### src/hdl/lsc_pkg.sv
// ----------------------------------------------------------------------------
// lsc_pkg : shared types and constants for the line segment clipper
// Coordinate width, outcode bits, register indexes, word types, the controller
// state type, the command and status structs and the outcode function.
// ----------------------------------------------------------------------------
`default_nettype none
package lsc_pkg;
	localparam int COORD_BITS = 16;
	localparam int PROD_BITS  = 2 * (COORD_BITS + 1);
	localparam int MAG_BITS   = COORD_BITS + 1;
	localparam int MAX_MOVES  = 4;
	localparam int MOVE_BITS  = 3;
	localparam int DIV_CNT_BITS = $clog2(PROD_BITS + 1);

	localparam logic [3:0] CODE_LEFT   = 4'd1;
	localparam logic [3:0] CODE_RIGHT  = 4'd2;
	localparam logic [3:0] CODE_BOTTOM = 4'd4;
	localparam logic [3:0] CODE_TOP    = 4'd8;

	localparam logic [1:0] REG_X_MIN = 2'd0;
	localparam logic [1:0] REG_Y_MIN = 2'd1;
	localparam logic [1:0] REG_X_MAX = 2'd2;
	localparam logic [1:0] REG_Y_MAX = 2'd3;

	typedef logic signed [COORD_BITS-1:0] coord_t;

	typedef struct packed {
		coord_t start_x;
		coord_t start_y;
		coord_t end_x;
		coord_t end_y;
	} seg_in_t;

	typedef struct packed {
		logic   accepted;
		coord_t clipped_start_x;
		coord_t clipped_start_y;
		coord_t clipped_end_x;
		coord_t clipped_end_y;
	} seg_out_t;

	typedef enum logic [2:0] {
		ST_IDLE,
		ST_TEST,
		ST_MUL,
		ST_DIV,
		ST_UPDATE,
		ST_DONE
	} lsc_state_t;

	// controller to datapath
	typedef struct packed {
		logic load;
		logic setup;
		logic div_start;
		logic update;
		logic finish;
	} lsc_cmd_t;

	// datapath to controller
	typedef struct packed {
		logic trivial_acc;
		logic trivial_rej;
		logic div_done;
	} lsc_stat_t;

	function automatic logic [3:0] outcode(coord_t x, coord_t y, coord_t xl,
		coord_t yl, coord_t xh, coord_t yh);
		logic [3:0] c;
		c = 4'd0;
		if (x < xl) c |= CODE_LEFT;
		else if (x > xh) c |= CODE_RIGHT;
		if (y < yl) c |= CODE_BOTTOM;
		else if (y > yh) c |= CODE_TOP;
		return c;
	endfunction
endpackage
`default_nettype wire

### src/hdl/line_segment_clipper_unit.sv
// ----------------------------------------------------------------------------
// line_segment_clipper_unit : Cohen-Sutherland segment clipper
// A segment word is taken when start is high and busy low. The clipped
// word appears on result, marked by done for one cycle; the receiver cannot
// stall it. Window edges are written via cfg_we/cfg_idx/cfg_data, by the
// user only while idle; the block itself does not enforce this. Each clip
// move runs setup, multiply, serial divide and update, for up to four moves.
// One segment at a time; busy stays high until done. The serial divider
// sets the move cost. Reset restores the window 50..200 on both axes and
// idles the block. Rejected segments give accepted low and all coordinates
// zero.
// ----------------------------------------------------------------------------
`default_nettype none
module line_segment_clipper_unit import lsc_pkg::*; (
	input  wire logic       clk,
	input  wire logic       arst_n,
	input  wire logic       cfg_we,
	input  wire logic [1:0] cfg_idx,
	input  wire coord_t     cfg_data,
	input  wire logic       start,
	input  wire seg_in_t    segment,
	output logic            busy,
	output logic            done,
	output seg_out_t        result
);
	lsc_cmd_t  cmd;
	lsc_stat_t stat;
	logic      go;

	assign go = start && !busy;

	lsc_control u_ctrl (
		.clk    (clk),
		.arst_n (arst_n),
		.start  (go),
		.stat   (stat),
		.cmd    (cmd),
		.busy   (busy),
		.done   (done)
	);

	lsc_datapath u_dp (
		.clk      (clk),
		.arst_n   (arst_n),
		.cfg_we   (cfg_we),
		.cfg_idx  (cfg_idx),
		.cfg_data (cfg_data),
		.seg      (segment),
		.cmd      (cmd),
		.stat     (stat),
		.res      (result)
	);
endmodule
`default_nettype wire

### src/hdl/lsc_divider.sv
// ----------------------------------------------------------------------------
// lsc_divider : restoring unsigned divider, one quotient bit per cycle
// Divides a PROD_BITS dividend by a MAG_BITS divisor; zero divisor gives 0.
// ----------------------------------------------------------------------------
`default_nettype none
module lsc_divider import lsc_pkg::*; (
	input  wire logic                 clk,
	input  wire logic                 arst_n,
	input  wire logic                 start,
	input  wire logic [PROD_BITS-1:0] dividend,
	input  wire logic [MAG_BITS-1:0]  divisor,
	output logic                      done,
	output logic [PROD_BITS-1:0]      quotient
);
	logic [PROD_BITS-1:0]    num_q;
	logic [MAG_BITS:0]       rem_q;
	logic [MAG_BITS-1:0]     den_q;
	logic [DIV_CNT_BITS-1:0] cnt_q;
	logic                    busy_q;
	logic [MAG_BITS:0]       trial;
	logic                    fits;

	// shift in next dividend bit and try subtract
	always_comb begin
		trial = {rem_q[MAG_BITS-1:0], num_q[PROD_BITS-1]};
		fits  = (den_q != '0) && (trial >= {1'b0, den_q});
	end

	always_ff @(posedge clk or negedge arst_n) begin
		if (!arst_n) begin
			busy_q <= 1'b0;
			done   <= 1'b0;
			cnt_q  <= '0;
		end else begin
			done <= 1'b0;
			if (start) begin
				busy_q <= 1'b1;
				cnt_q  <= DIV_CNT_BITS'(PROD_BITS);
			end else if (busy_q) begin
				cnt_q <= cnt_q - 1'b1;
				if (cnt_q == DIV_CNT_BITS'(1)) begin
					busy_q <= 1'b0;
					done   <= 1'b1;
				end
			end
		end
	end

	// datapath words
	always_ff @(posedge clk) begin
		if (start) begin
			num_q    <= dividend;
			den_q    <= divisor;
			rem_q    <= '0;
			quotient <= '0;
		end else if (busy_q) begin
			num_q    <= {num_q[PROD_BITS-2:0], 1'b0};
			rem_q    <= fits ? (trial - {1'b0, den_q}) : trial;
			quotient <= {quotient[PROD_BITS-2:0], fits};
		end
	end
endmodule
`default_nettype wire

### src/hdl/lsc_datapath.sv
// ----------------------------------------------------------------------------
// lsc_datapath : endpoint registers, outcodes, multiplier and divider
// Holds the window and current segment; computes one edge intersection per
// command sequence from the controller.
// ----------------------------------------------------------------------------
`default_nettype none
module lsc_datapath import lsc_pkg::*; (
	input  wire logic     clk,
	input  wire logic     arst_n,
	input  wire logic     cfg_we,
	input  wire logic [1:0] cfg_idx,
	input  wire coord_t   cfg_data,
	input  wire seg_in_t  seg,
	input  wire lsc_cmd_t cmd,
	output lsc_stat_t     stat,
	output seg_out_t      res
);
	coord_t xl_q, yl_q, xh_q, yh_q;
	coord_t x0_q, y0_q, x1_q, y1_q;
	logic [3:0] c0, c1, co;
	logic sel_end_q, vert_q, neg_q;
	coord_t edge_q, base_q;
	logic [MAG_BITS-1:0] mb_q, mn_q, md_q;
	logic [PROD_BITS-1:0] prod;
	logic [PROD_BITS-1:0] quot;
	logic div_done;

	// window registers
	always_ff @(posedge clk or negedge arst_n) begin
		if (!arst_n) begin
			xl_q <= coord_t'(50);
			yl_q <= coord_t'(50);
			xh_q <= coord_t'(200);
			yh_q <= coord_t'(200);
		end else if (cfg_we) begin
			case (cfg_idx)
				REG_X_MIN: xl_q <= cfg_data;
				REG_Y_MIN: yl_q <= cfg_data;
				REG_X_MAX: xh_q <= cfg_data;
				REG_Y_MAX: yh_q <= cfg_data;
				default: ;
			endcase
		end
	end

	always_comb begin
		c0 = outcode(x0_q, y0_q, xl_q, yl_q, xh_q, yh_q);
		c1 = outcode(x1_q, y1_q, xl_q, yl_q, xh_q, yh_q);
		co = (c0 != 4'd0) ? c0 : c1;
		stat.trivial_acc = (c0 == 4'd0) && (c1 == 4'd0);
		stat.trivial_rej = (c0 & c1) != 4'd0;
		stat.div_done    = div_done;
	end

	// setup operands: differences on MAG_BITS signed values
	logic signed [MAG_BITS-1:0] a0, a1, b0, b1, ed, db, dn, dd;
	coord_t edge_sel;
	logic vert_sel;
	always_comb begin
		vert_sel = (co & (CODE_TOP | CODE_BOTTOM)) != 4'd0;
		if ((co & CODE_TOP) != 4'd0)         edge_sel = yh_q;
		else if ((co & CODE_BOTTOM) != 4'd0) edge_sel = yl_q;
		else if ((co & CODE_RIGHT) != 4'd0)  edge_sel = xh_q;
		else                                 edge_sel = xl_q;
		a0 = vert_sel ? MAG_BITS'(y0_q) : MAG_BITS'(x0_q);
		a1 = vert_sel ? MAG_BITS'(y1_q) : MAG_BITS'(x1_q);
		b0 = vert_sel ? MAG_BITS'(x0_q) : MAG_BITS'(y0_q);
		b1 = vert_sel ? MAG_BITS'(x1_q) : MAG_BITS'(y1_q);
		ed = MAG_BITS'(edge_sel);
		db = b1 - b0;
		dn = ed - a0;
		dd = a1 - a0;
	end

	// product of the set-up magnitudes, taken by the divider in the multiply cycle
	assign prod = mb_q * mn_q;

	always_ff @(posedge clk) begin
		if (cmd.load) begin
			x0_q <= seg.start_x;
			y0_q <= seg.start_y;
			x1_q <= seg.end_x;
			y1_q <= seg.end_y;
		end else if (cmd.update) begin
			// base +/- quotient, truncated to coordinate width
			if (sel_end_q) begin
				if (vert_q) begin
					x1_q <= neg_q ? base_q - coord_t'(quot) : base_q + coord_t'(quot);
					y1_q <= edge_q;
				end else begin
					y1_q <= neg_q ? base_q - coord_t'(quot) : base_q + coord_t'(quot);
					x1_q <= edge_q;
				end
			end else begin
				if (vert_q) begin
					x0_q <= neg_q ? base_q - coord_t'(quot) : base_q + coord_t'(quot);
					y0_q <= edge_q;
				end else begin
					y0_q <= neg_q ? base_q - coord_t'(quot) : base_q + coord_t'(quot);
					x0_q <= edge_q;
				end
			end
		end
		if (cmd.setup) begin
			sel_end_q <= (c0 == 4'd0);
			vert_q    <= vert_sel;
			edge_q    <= edge_sel;
			base_q    <= coord_t'(b0);
			neg_q     <= db[MAG_BITS-1] ^ dn[MAG_BITS-1] ^ dd[MAG_BITS-1];
			mb_q      <= db[MAG_BITS-1] ? MAG_BITS'(-db) : MAG_BITS'(db);
			mn_q      <= dn[MAG_BITS-1] ? MAG_BITS'(-dn) : MAG_BITS'(dn);
			md_q      <= dd[MAG_BITS-1] ? MAG_BITS'(-dd) : MAG_BITS'(dd);
		end
	end

	lsc_divider u_div (
		.clk      (clk),
		.arst_n   (arst_n),
		.start    (cmd.div_start),
		.dividend (prod),
		.divisor  (md_q),
		.done     (div_done),
		.quotient (quot)
	);

	// result register
	always_ff @(posedge clk) begin
		if (cmd.finish) begin
			res.accepted        <= stat.trivial_acc;
			res.clipped_start_x <= stat.trivial_acc ? x0_q : '0;
			res.clipped_start_y <= stat.trivial_acc ? y0_q : '0;
			res.clipped_end_x   <= stat.trivial_acc ? x1_q : '0;
			res.clipped_end_y   <= stat.trivial_acc ? y1_q : '0;
		end
	end
endmodule
`default_nettype wire

### src/hdl/lsc_control.sv
// ----------------------------------------------------------------------------
// lsc_control : sequencer for the clip loop
// Tests outcodes, then runs multiply and divide for each move, at most four.
// ----------------------------------------------------------------------------
`default_nettype none
module lsc_control import lsc_pkg::*; (
	input  wire logic      clk,
	input  wire logic      arst_n,
	input  wire logic      start,
	input  wire lsc_stat_t stat,
	output lsc_cmd_t       cmd,
	output logic           busy,
	output logic           done
);
	lsc_state_t state_q, state_d;
	logic [MOVE_BITS-1:0] moves_q;
	logic end_loop;

	assign end_loop = stat.trivial_acc || stat.trivial_rej ||
		(moves_q >= MOVE_BITS'(MAX_MOVES));

	// next state
	always_comb begin
		state_d = state_q;
		case (state_q)
			ST_IDLE:   if (start) state_d = ST_TEST;
			ST_TEST:   state_d = end_loop ? ST_DONE : ST_MUL;
			ST_MUL:    state_d = ST_DIV;
			ST_DIV:    if (stat.div_done) state_d = ST_UPDATE;
			ST_UPDATE: state_d = ST_TEST;
			ST_DONE:   state_d = ST_IDLE;
			default:   state_d = ST_IDLE;
		endcase
	end

	// outputs
	always_comb begin
		cmd  = '0;
		busy = (state_q != ST_IDLE);
		case (state_q)
			ST_IDLE:   cmd.load = start;
			ST_TEST: begin
				cmd.setup  = !end_loop;
				cmd.finish = end_loop;
			end
			ST_MUL:    cmd.div_start = 1'b1;
			ST_UPDATE: cmd.update = 1'b1;
			default: ;
		endcase
	end

	always_ff @(posedge clk or negedge arst_n) begin
		if (!arst_n) begin
			state_q <= ST_IDLE;
			moves_q <= '0;
			done    <= 1'b0;
		end else begin
			state_q <= state_d;
			done    <= (state_q == ST_TEST) && end_loop;
			if (state_q == ST_IDLE) moves_q <= '0;
			else if (state_q == ST_UPDATE) moves_q <= moves_q + 1'b1;
		end
	end
endmodule
`default_nettype wire

### config.mk
export PLATFORM = sky130hd
export DESIGN_NAME = line_segment_clipper_unit
export DESIGN_NICKNAME = d
export VERILOG_FILES = /design/src/hdl/lsc_pkg.sv /design/src/hdl/line_segment_clipper_unit.sv /design/src/hdl/lsc_divider.sv /design/src/hdl/lsc_datapath.sv /design/src/hdl/lsc_control.sv
export SDC_FILE = /design/constraint.sdc
export NUM_CORES = 2
export LEC_CHECK = 0
export BUFFER_PORTS_ARGS = -buffer_cell sky130_fd_sc_hd__clkbuf_2
export CORE_MARGIN = 2
export CORE_UTILIZATION = 52
export DETAILED_ROUTE_END_ITERATION = 8
export GPL_ROUTABILITY_DRIVEN = 0
export PLACE_DENSITY = 0.73
export SYNTH_ARGS = -nofsm -noshare
export SYNTH_HDL_FRONTEND = slang
export SYNTH_SLANG_ARGS = --single-unit
### constraint.sdc
create_clock -name clk -period 18.4 [get_ports clk]
set_clock_uncertainty 0.15 [all_clocks]
set_input_delay 0 -clock clk [delete_from_list [all_inputs] [get_ports clk]]
set_output_delay 0 -clock clk [all_outputs]
set_load 0.02 [all_outputs]
After elaboration in Yosys (flattened, before gate mapping):

Index checks and enable logic that the tools add are counted.
Widths: inputs -> output; s select.

* multipliers: 1
* add/sub/neg operators: 11
* bitwise operators: 3
* mux-type cells: 56
* magnitude comparators: 10
* equality and inequality tests: 11
* reductions and logical operators: 28

Operator list (count)
* $mux 16: 21
* $mux 17: 5
* $mux 34: 2
* $gt 16x16->1: 4
* $lt 16x16->1: 4
* $neg 17->17: 3
* $sub 17x17->17: 3
* $mul 17x17->34: 1
* $mux 4: 7
* $ge 18x17->1: 1
* $reduce_bool 17->1: 1
* $sub 16x17->17: 1
* $add 16x16->16: 1
* $sub 16x16->16: 1
* $mux 3: 5
* $pmux 3 s5: 1
* $reduce_and 2->1: 7
* $mux 6: 2
* $reduce_bool 4->1: 3
* $mux 1: 11
* $logic_not 4->1: 2
* $reduce_bool 2->1: 4
* $eq 3x2->1 const B: 2
* $eq 6x1->1 const B: 1
* other kinds (18): 27

* register bits: 378
* logic and storage cells: 154
* input bits: 86

Depth between registers and ports, before layout:

* word-level depth: 13
* gate-level depth with buffers: 35
* mapped depth without buffers: 30

Modules after synthesis:

From an unflattened synthesis, not the netlist that was laid out.

* cells, all modules: 3392
* area total of the unflattened synthesis: 33596.0 µm²

By module, submodules not included
* lsc_datapath: cells each 2883, times used 1, sequential area each 8072.7 µm², area each 27863.0 µm²
* lsc_divider: cells each 469, times used 1, sequential area each 2752.6 µm², area each 5353.9 µm²
* lsc_control: cells each 39, times used 1, sequential area each 175.2 µm², area each 365.4 µm²
* line_segment_clipper_unit: cells each 1, times used 1, sequential area each 0.0 µm², area each 13.8 µm²

Least setup slack after synthesis:

Ideal clock, no wire load.

* path kind: reg-to-reg
* start point: reg u_dp.y0_q[5]
* end point: reg u_dp.base_q[0], enable pin
* data arrival time: 10970 ps
* period minus slack after synthesis: 11863 ps
* data required time: 17507 ps
* path slack: 6537 ps
* stages on the path, launching flop included: 11
* library setup time: 743 ps
* cell sequence: edfxtp_1 -> ha_1 -> a211oi_2 -> nor2_1 -> o311a_1 -> nor4b_1 -> or3_4 -> nor3_1 -> and4b_1 -> nor4_1 -> nor4bb_1

RTL lines
* start: declaration: line lsc_datapath.sv:19 `coord_t x0_q, y0_q, x1_q, y1_q;`
* start signal: assignment: line lsc_datapath.sv:81 `y0_q <= seg.start_y;`
* start signal: assignment: line lsc_datapath.sv:97 `y0_q <= edge_q;`
* start signal: assignment: line lsc_datapath.sv:99 `y0_q <= neg_q ? base_q - coord_t'(quot) : base_q + coord_t'(quot);`
* end signal: assignment: line lsc_datapath.sv:108 `base_q <= coord_t'(b0);`
* end: declaration: line lsc_datapath.sv:22 `coord_t edge_q, base_q;`

Final worst setup path:

* start point: reg u_dp.x0_q[13]
* end point: reg u_dp.mb_q[15], data pin

* cells in the longest elaborated chain, start to end: 12

Ends and longest elaborated chain
* start: declaration: line lsc_datapath.sv:19
* start signal: assignment: line lsc_datapath.sv:80 `x0_q <= seg.start_x;`
* start signal: assignment: line lsc_datapath.sv:96 `x0_q <= neg_q ? base_q - coord_t'(quot) : base_q + coord_t'(quot);`
* start signal: assignment: line lsc_datapath.sv:100 `x0_q <= edge_q;`
* $gt 16x16->1: line lsc_pkg.sv:72 `else if (x > xh) c |= CODE_RIGHT;`
* $mux 2: line lsc_pkg.sv:72
* $mux 4 *: line lsc_pkg.sv:71 `if (x < xl) c |= CODE_LEFT;`
* $mux 4: line lsc_pkg.sv:74 `else if (y > yh) c |= CODE_TOP;`
* $mux 4 *: line lsc_pkg.sv:73 `if (y < yl) c |= CODE_BOTTOM;`
* $reduce_bool 4->1 *: line lsc_datapath.sv:49 `co = (c0 != 4'd0) ? c0 : c1;`
* $mux 4 *: line lsc_datapath.sv:49
* $reduce_bool 4->1 *: line lsc_datapath.sv:60 `vert_sel = (co & (CODE_TOP | CODE_BOTTOM)) != 4'd0;`
* $mux 17 *: line lsc_datapath.sv:67 `b0 = vert_sel ? MAG_BITS'(x0_q) : MAG_BITS'(y0_q);`
* via u_dp.b0[0]: line lsc_datapath.sv:56 `logic signed [MAG_BITS-1:0] a0, a1, b0, b1, ed, db, dn, dd;`
* $sub 17x17->17 *: line lsc_datapath.sv:70 `db = b1 - b0;`
* $neg 17->17: line lsc_datapath.sv:110 `mb_q <= db[MAG_BITS-1] ? MAG_BITS'(-db) : MAG_BITS'(db);`
* $mux 16 *: line lsc_datapath.sv:110
* end signal: assignment: line lsc_datapath.sv:110
* end: declaration: line lsc_datapath.sv:23 `logic [MAG_BITS-1:0] mb_q, mn_q, md_q;`

The timed path passes the listed nets; every way through them passes the cells marked *.
A chain may end at the register's enable or synchronous reset.

==> summary.txt <==
Synthesis
  • Count of state elements after synthesis: between 300 and 400
  • Synthesized cell area: between 0.03 and 0.04 mm²
  • Share of async-settable or async-resettable flops after synthesis: roughly a fifth
  • Syn_nets: 3986
  • Count of flip-flops with a built-in enable after synthesis: approximately 270
  • Post-synthesis average cell area: 9.70 µm²
  • Register area share after synthesis: around 33%
  • Number of cells produced by synthesis: approximately 3400
  • Primary FF master, synth: sky130_fd_sc_hd__edfxtp_1
  • Number of library cell types mapped by synthesis: 96
  • Warnings from Yosys: 0

Timing
  • Summed negative setup slack over all endpoints: 0 ps
  • Unrepaired setup endpoints after global routing: no
  • Worst-margin pin slew: ~1200 ps
  • Crit share post-route: around 46%
  • Finish-stage setup viols: 0
  • Count of endpoints failing hold in the final timing report: 1
  • Max-slew violation count: 0
  • Headroom to the max-slew limit: about a fifth
  • Top achievable clock speed: about 120 MHz
  • Minimum period implied by the final worst setup slack: around 8500 ps
  • Worst-case hold slack: -10.5 ps

Detailed routing
  • Wire length per cell: roughly 20 µm
  • Pre-Repair DR Iteration Count: 5
  • Drt initial violations: approximately 2000
  • Detail Route Antenna Nets: 0
  • DR vias: around 25000
  • DR vias/cell: ~5.7
  • Remaining DRCs: 0
  • Routed wire length: just under 90000 µm

Floorplanning
  • I/O pin count: approximately 150
  • Starting Density: 52.7%
  • Die Y: ~250 µm
  • FP Rows: slightly above 90
  • Width of the chip: approximately 250 µm
  • Area of the die: 0.0646 mm²
  • Area of the core: just over 0.06 mm²

Finish
  • Net total in the final layout: about 4200
  • Area occupied by registers: roughly 0.011 mm²
  • Proportion of layout cells with a drive suffix above 1: roughly a tenth
  • Area occupied by multi-input gates: roughly 0.02 mm²
  • Count of fill cells added during filler insertion: between 5000 and 6000
  • Synth-to-Final Area Change: 12.6%

Critical path
  • Critical path type: reg2reg
  • Element type at the critical path start: flip-flop
  • Endpoint class of the critical path: flip-flop
  • Maximum fanout along the worst path: 79
  • Arrival time at the worst endpoint: about 8700 ps
  • CP Data Required Time: around 19000 ps

Place
  • HPWL after detailed placement: around 65000 µm
  • Port Buffers: between 150 and 200

GRT
  • Vias in the first global route: between 20000 and 30000
  • Overall routing resource usage: 27.7%
  • First-pass GRT wire length: about 140000 µm
  • Grt total ovfl: 0
  • Pin count of the biggest net entering global routing: 88
  • Number of antenna violations at the first check in global routing: 1

CTS
  • CTS buffer count: between 40 and 50
  • CTS H-Tree Depth: 2
  • Post-CTS setup-driven buffer insertion count: 0
  • Clock Sink Count: approximately 380
  • Clk buf depth: 3
  • CTS Root Cell: sky130_fd_sc_hd__clkbuf_16
  • Skew-Pair Late Insertion Delay: between 600 and 700 ps
  • CTS tree: done
  • Clk pin slew, worst setup/hold paths: about 60 ps

Min path
  • Hold Path Class: in2async

Outcome
  • Result of the run: finished, violations left
  • Violations in the final reports: hold timing

Flow run
  • Number of max-cap violations: 0
-- flip-flops by register name, summed over array words and instances (netlist names), 17 cells and up --
name and cells:
u_dp.u_div.rem_q 17, u_dp.mb_q 17, u_dp.u_div.den_q 17, u_dp.mn_q 17, u_dp.res 65, u_dp.u_div.num_q 34
u_dp.md_q 17
-- cells in the mapped netlist, drive strengths merged, types with 8 or more instances --
cell type | instances | area share [%]
nand2b | 31 | 0.60
nand4 | 22 | 0.42
nor2b | 29 | 0.56
o21a | 41 | 0.95
a31oi | 12 | 0.28
xor2 | 46 | 1.2
buf | 17 | 0.24
inv | 460 | 5.3
or3 | 14 | 0.30
a21boi | 25 | 0.58
dfstp | 12 | 0.97
nand2 | 387 | 4.5
clkbuf | 109 | 1.3
fa | 229 | 14
dfrtp | 67 | 5.1
o31ai | 9 | 0.25
mux2i | 63 | 1.9
nor4 | 16 | 0.35
and3 | 11 | 0.23
nor2 | 238 | 2.7
nor3b | 8 | 0.20
o21bai | 12 | 0.28
edfxtp | 266 | 25
xnor2 | 91 | 2.4
and2 | 163 | 3.1
o211ai | 18 | 0.42
o21ai | 164 | 2.5
a211oi | 24 | 0.61
a21oi | 119 | 1.8
mux2 | 80 | 2.8
ha | 315 | 12
nand3 | 36 | 0.55
a21o | 40 | 0.92
dfxtp | 33 | 2.0
nor3 | 28 | 0.47
a311oi | 15 | 0.40
-- layer usage --
layer	wire length [µm]	share of wire, %	track usage (%)	up-vias
met5	0	0	0	-
met4	4390	5.0	12.4	0
met3	6270	7.1	4.07	254
met2	41600	47	46.8	945
met1	35600	41	35.5	12162
li1	-	-	-	11688
-- worst max-delay path, cell delays in order (launching register included) --
cell and delay (ps):
sky130_fd_sc_hd__edfxtp_1 480, sky130_fd_sc_hd__ha_1 360, sky130_fd_sc_hd__a21o_1 160, sky130_fd_sc_hd__a2111oi_0 990, sky130_fd_sc_hd__o311a_1 370, sky130_fd_sc_hd__or2_1 340, sky130_fd_sc_hd__o41ai_4 130, sky130_fd_sc_hd__and2b_4 310
sky130_fd_sc_hd__inv_4 310, sky130_fd_sc_hd__o21ai_0 390, sky130_fd_sc_hd__ha_1 270, sky130_fd_sc_hd__fa_1 240, sky130_fd_sc_hd__nor2b_1 50, sky130_fd_sc_hd__o21ai_0 290, sky130_fd_sc_hd__a21boi_0 170, sky130_fd_sc_hd__o21ai_0 220
sky130_fd_sc_hd__a21boi_0 140, sky130_fd_sc_hd__o21ai_0 320, sky130_fd_sc_hd__a21boi_0 190, sky130_fd_sc_hd__o21ai_0 270, sky130_fd_sc_hd__a21boi_0 160, sky130_fd_sc_hd__o21ai_0 190, sky130_fd_sc_hd__a21boi_0 140, sky130_fd_sc_hd__o21ai_0 240
sky130_fd_sc_hd__a21oi_1 140, sky130_fd_sc_hd__o2bb2ai_1 700, sky130_fd_sc_hd__o21ai_0 260, sky130_fd_sc_hd__xor2_1 200
-- through the flow --
step	utilization, %	instance area [µm²]	cells	setup WS (ps)
global route	59.3	36700	4423	9290
detailed placement	55.2	34100	4240	10100
finish	59.3	36700	4425	9890
global placement	55.2	34100	4240	10320
CTS	59.3	36700	4422	10020
floorplan	-	32600	3356	6540
-- timing repair --
action | CTS | global route
hold endpoints to repair | 217 | 0
setup endpoints to repair | 0 | 0
gates resized for setup | 0 | 0
hold buffers | 98 | 0
-- layout make-up --
class	count	share of cell area, %
sequential	378	29.0
clock inverter	31	1.04
tap	837	2.86
clock buffer	53	3.21
antenna	3	0.0205
timing repair buffer	271	5.22
multi-input combinational	2391	53.9
inverter	461	4.73
-- final timing paths --
| check | from | end | slack (ps) | cells after the start |
|---|---|---|---|---|
| worst max-delay path | u_dp.x0_q[13]$_DFFE_PP_ | u_dp.mb_q[15]$_DFFE_PP_ | 9890 | 27 |
| worst min-delay path | arst_n | u_ctrl.moves_q[0]$_DFFE_PN0N_ | -10 | 2 |
| worst max register to register | u_dp.x0_q[13]$_DFFE_PP_ | u_dp.mb_q[15]$_DFFE_PP_ | 9890 | 27 |
| worst min register to register | u_dp.md_q[6]$_DFFE_PP_ | u_dp.u_div.den_q[6]$_DFFE_PP_ | 270 | 0 |
| max in group asynchronous | arst_n | u_dp.u_div.busy_q$_DFF_PN0_ | 17370 | 2 |
| min in group clk | cfg_data[1] | u_dp.xh_q[1]$_DFFE_PN0P_ | 60 | 3 |
-- cells in the final DEF, fill, tap and decap left out, types with 45 or more instances in the layout --
master                            n
sky130_fd_sc_hd__clkbuf_16       45
sky130_fd_sc_hd__fa_1           229
sky130_fd_sc_hd__xor2_1          46
sky130_fd_sc_hd__mux2i_1         63
sky130_fd_sc_hd__xnor2_1         91
sky130_fd_sc_hd__ha_1           315
sky130_fd_sc_hd__nand2_1        386
sky130_fd_sc_hd__inv_1          458
sky130_fd_sc_hd__and2_1         163
sky130_fd_sc_hd__o21ai_0        156
sky130_fd_sc_hd__nor2_1         236
sky130_fd_sc_hd__dlygate4sd3_1   98
sky130_fd_sc_hd__dfrtp_1         66
sky130_fd_sc_hd__edfxtp_1       266
sky130_fd_sc_hd__a21oi_1        118
sky130_fd_sc_hd__mux2_2          80
sky130_fd_sc_hd__clkbuf_2       151
-- kinds of logic (layout without fill, tap and decap cells) --
| family | after synthesis | after routing | share of synthesized area [%] |
|---|---|---|---|
| fa+ha+maj | 551 | 551 | 26.4 |
| compound gates | 540 | 540 | 10.8 |
| flops | 378 | 378 | 32.7 |
| mux | 143 | 143 | 4.70 |
| buf+inv | 587 | 816 | 6.82 |
| xor+xnor | 137 | 137 | 3.69 |
| simple gates | 1020 | 1020 | 14.9 |
| other cells | 0 | 3 | 0 |
Power is not shown: default switching activity piles up to over one toggle a cycle in this logic, so the estimate is an artifact.
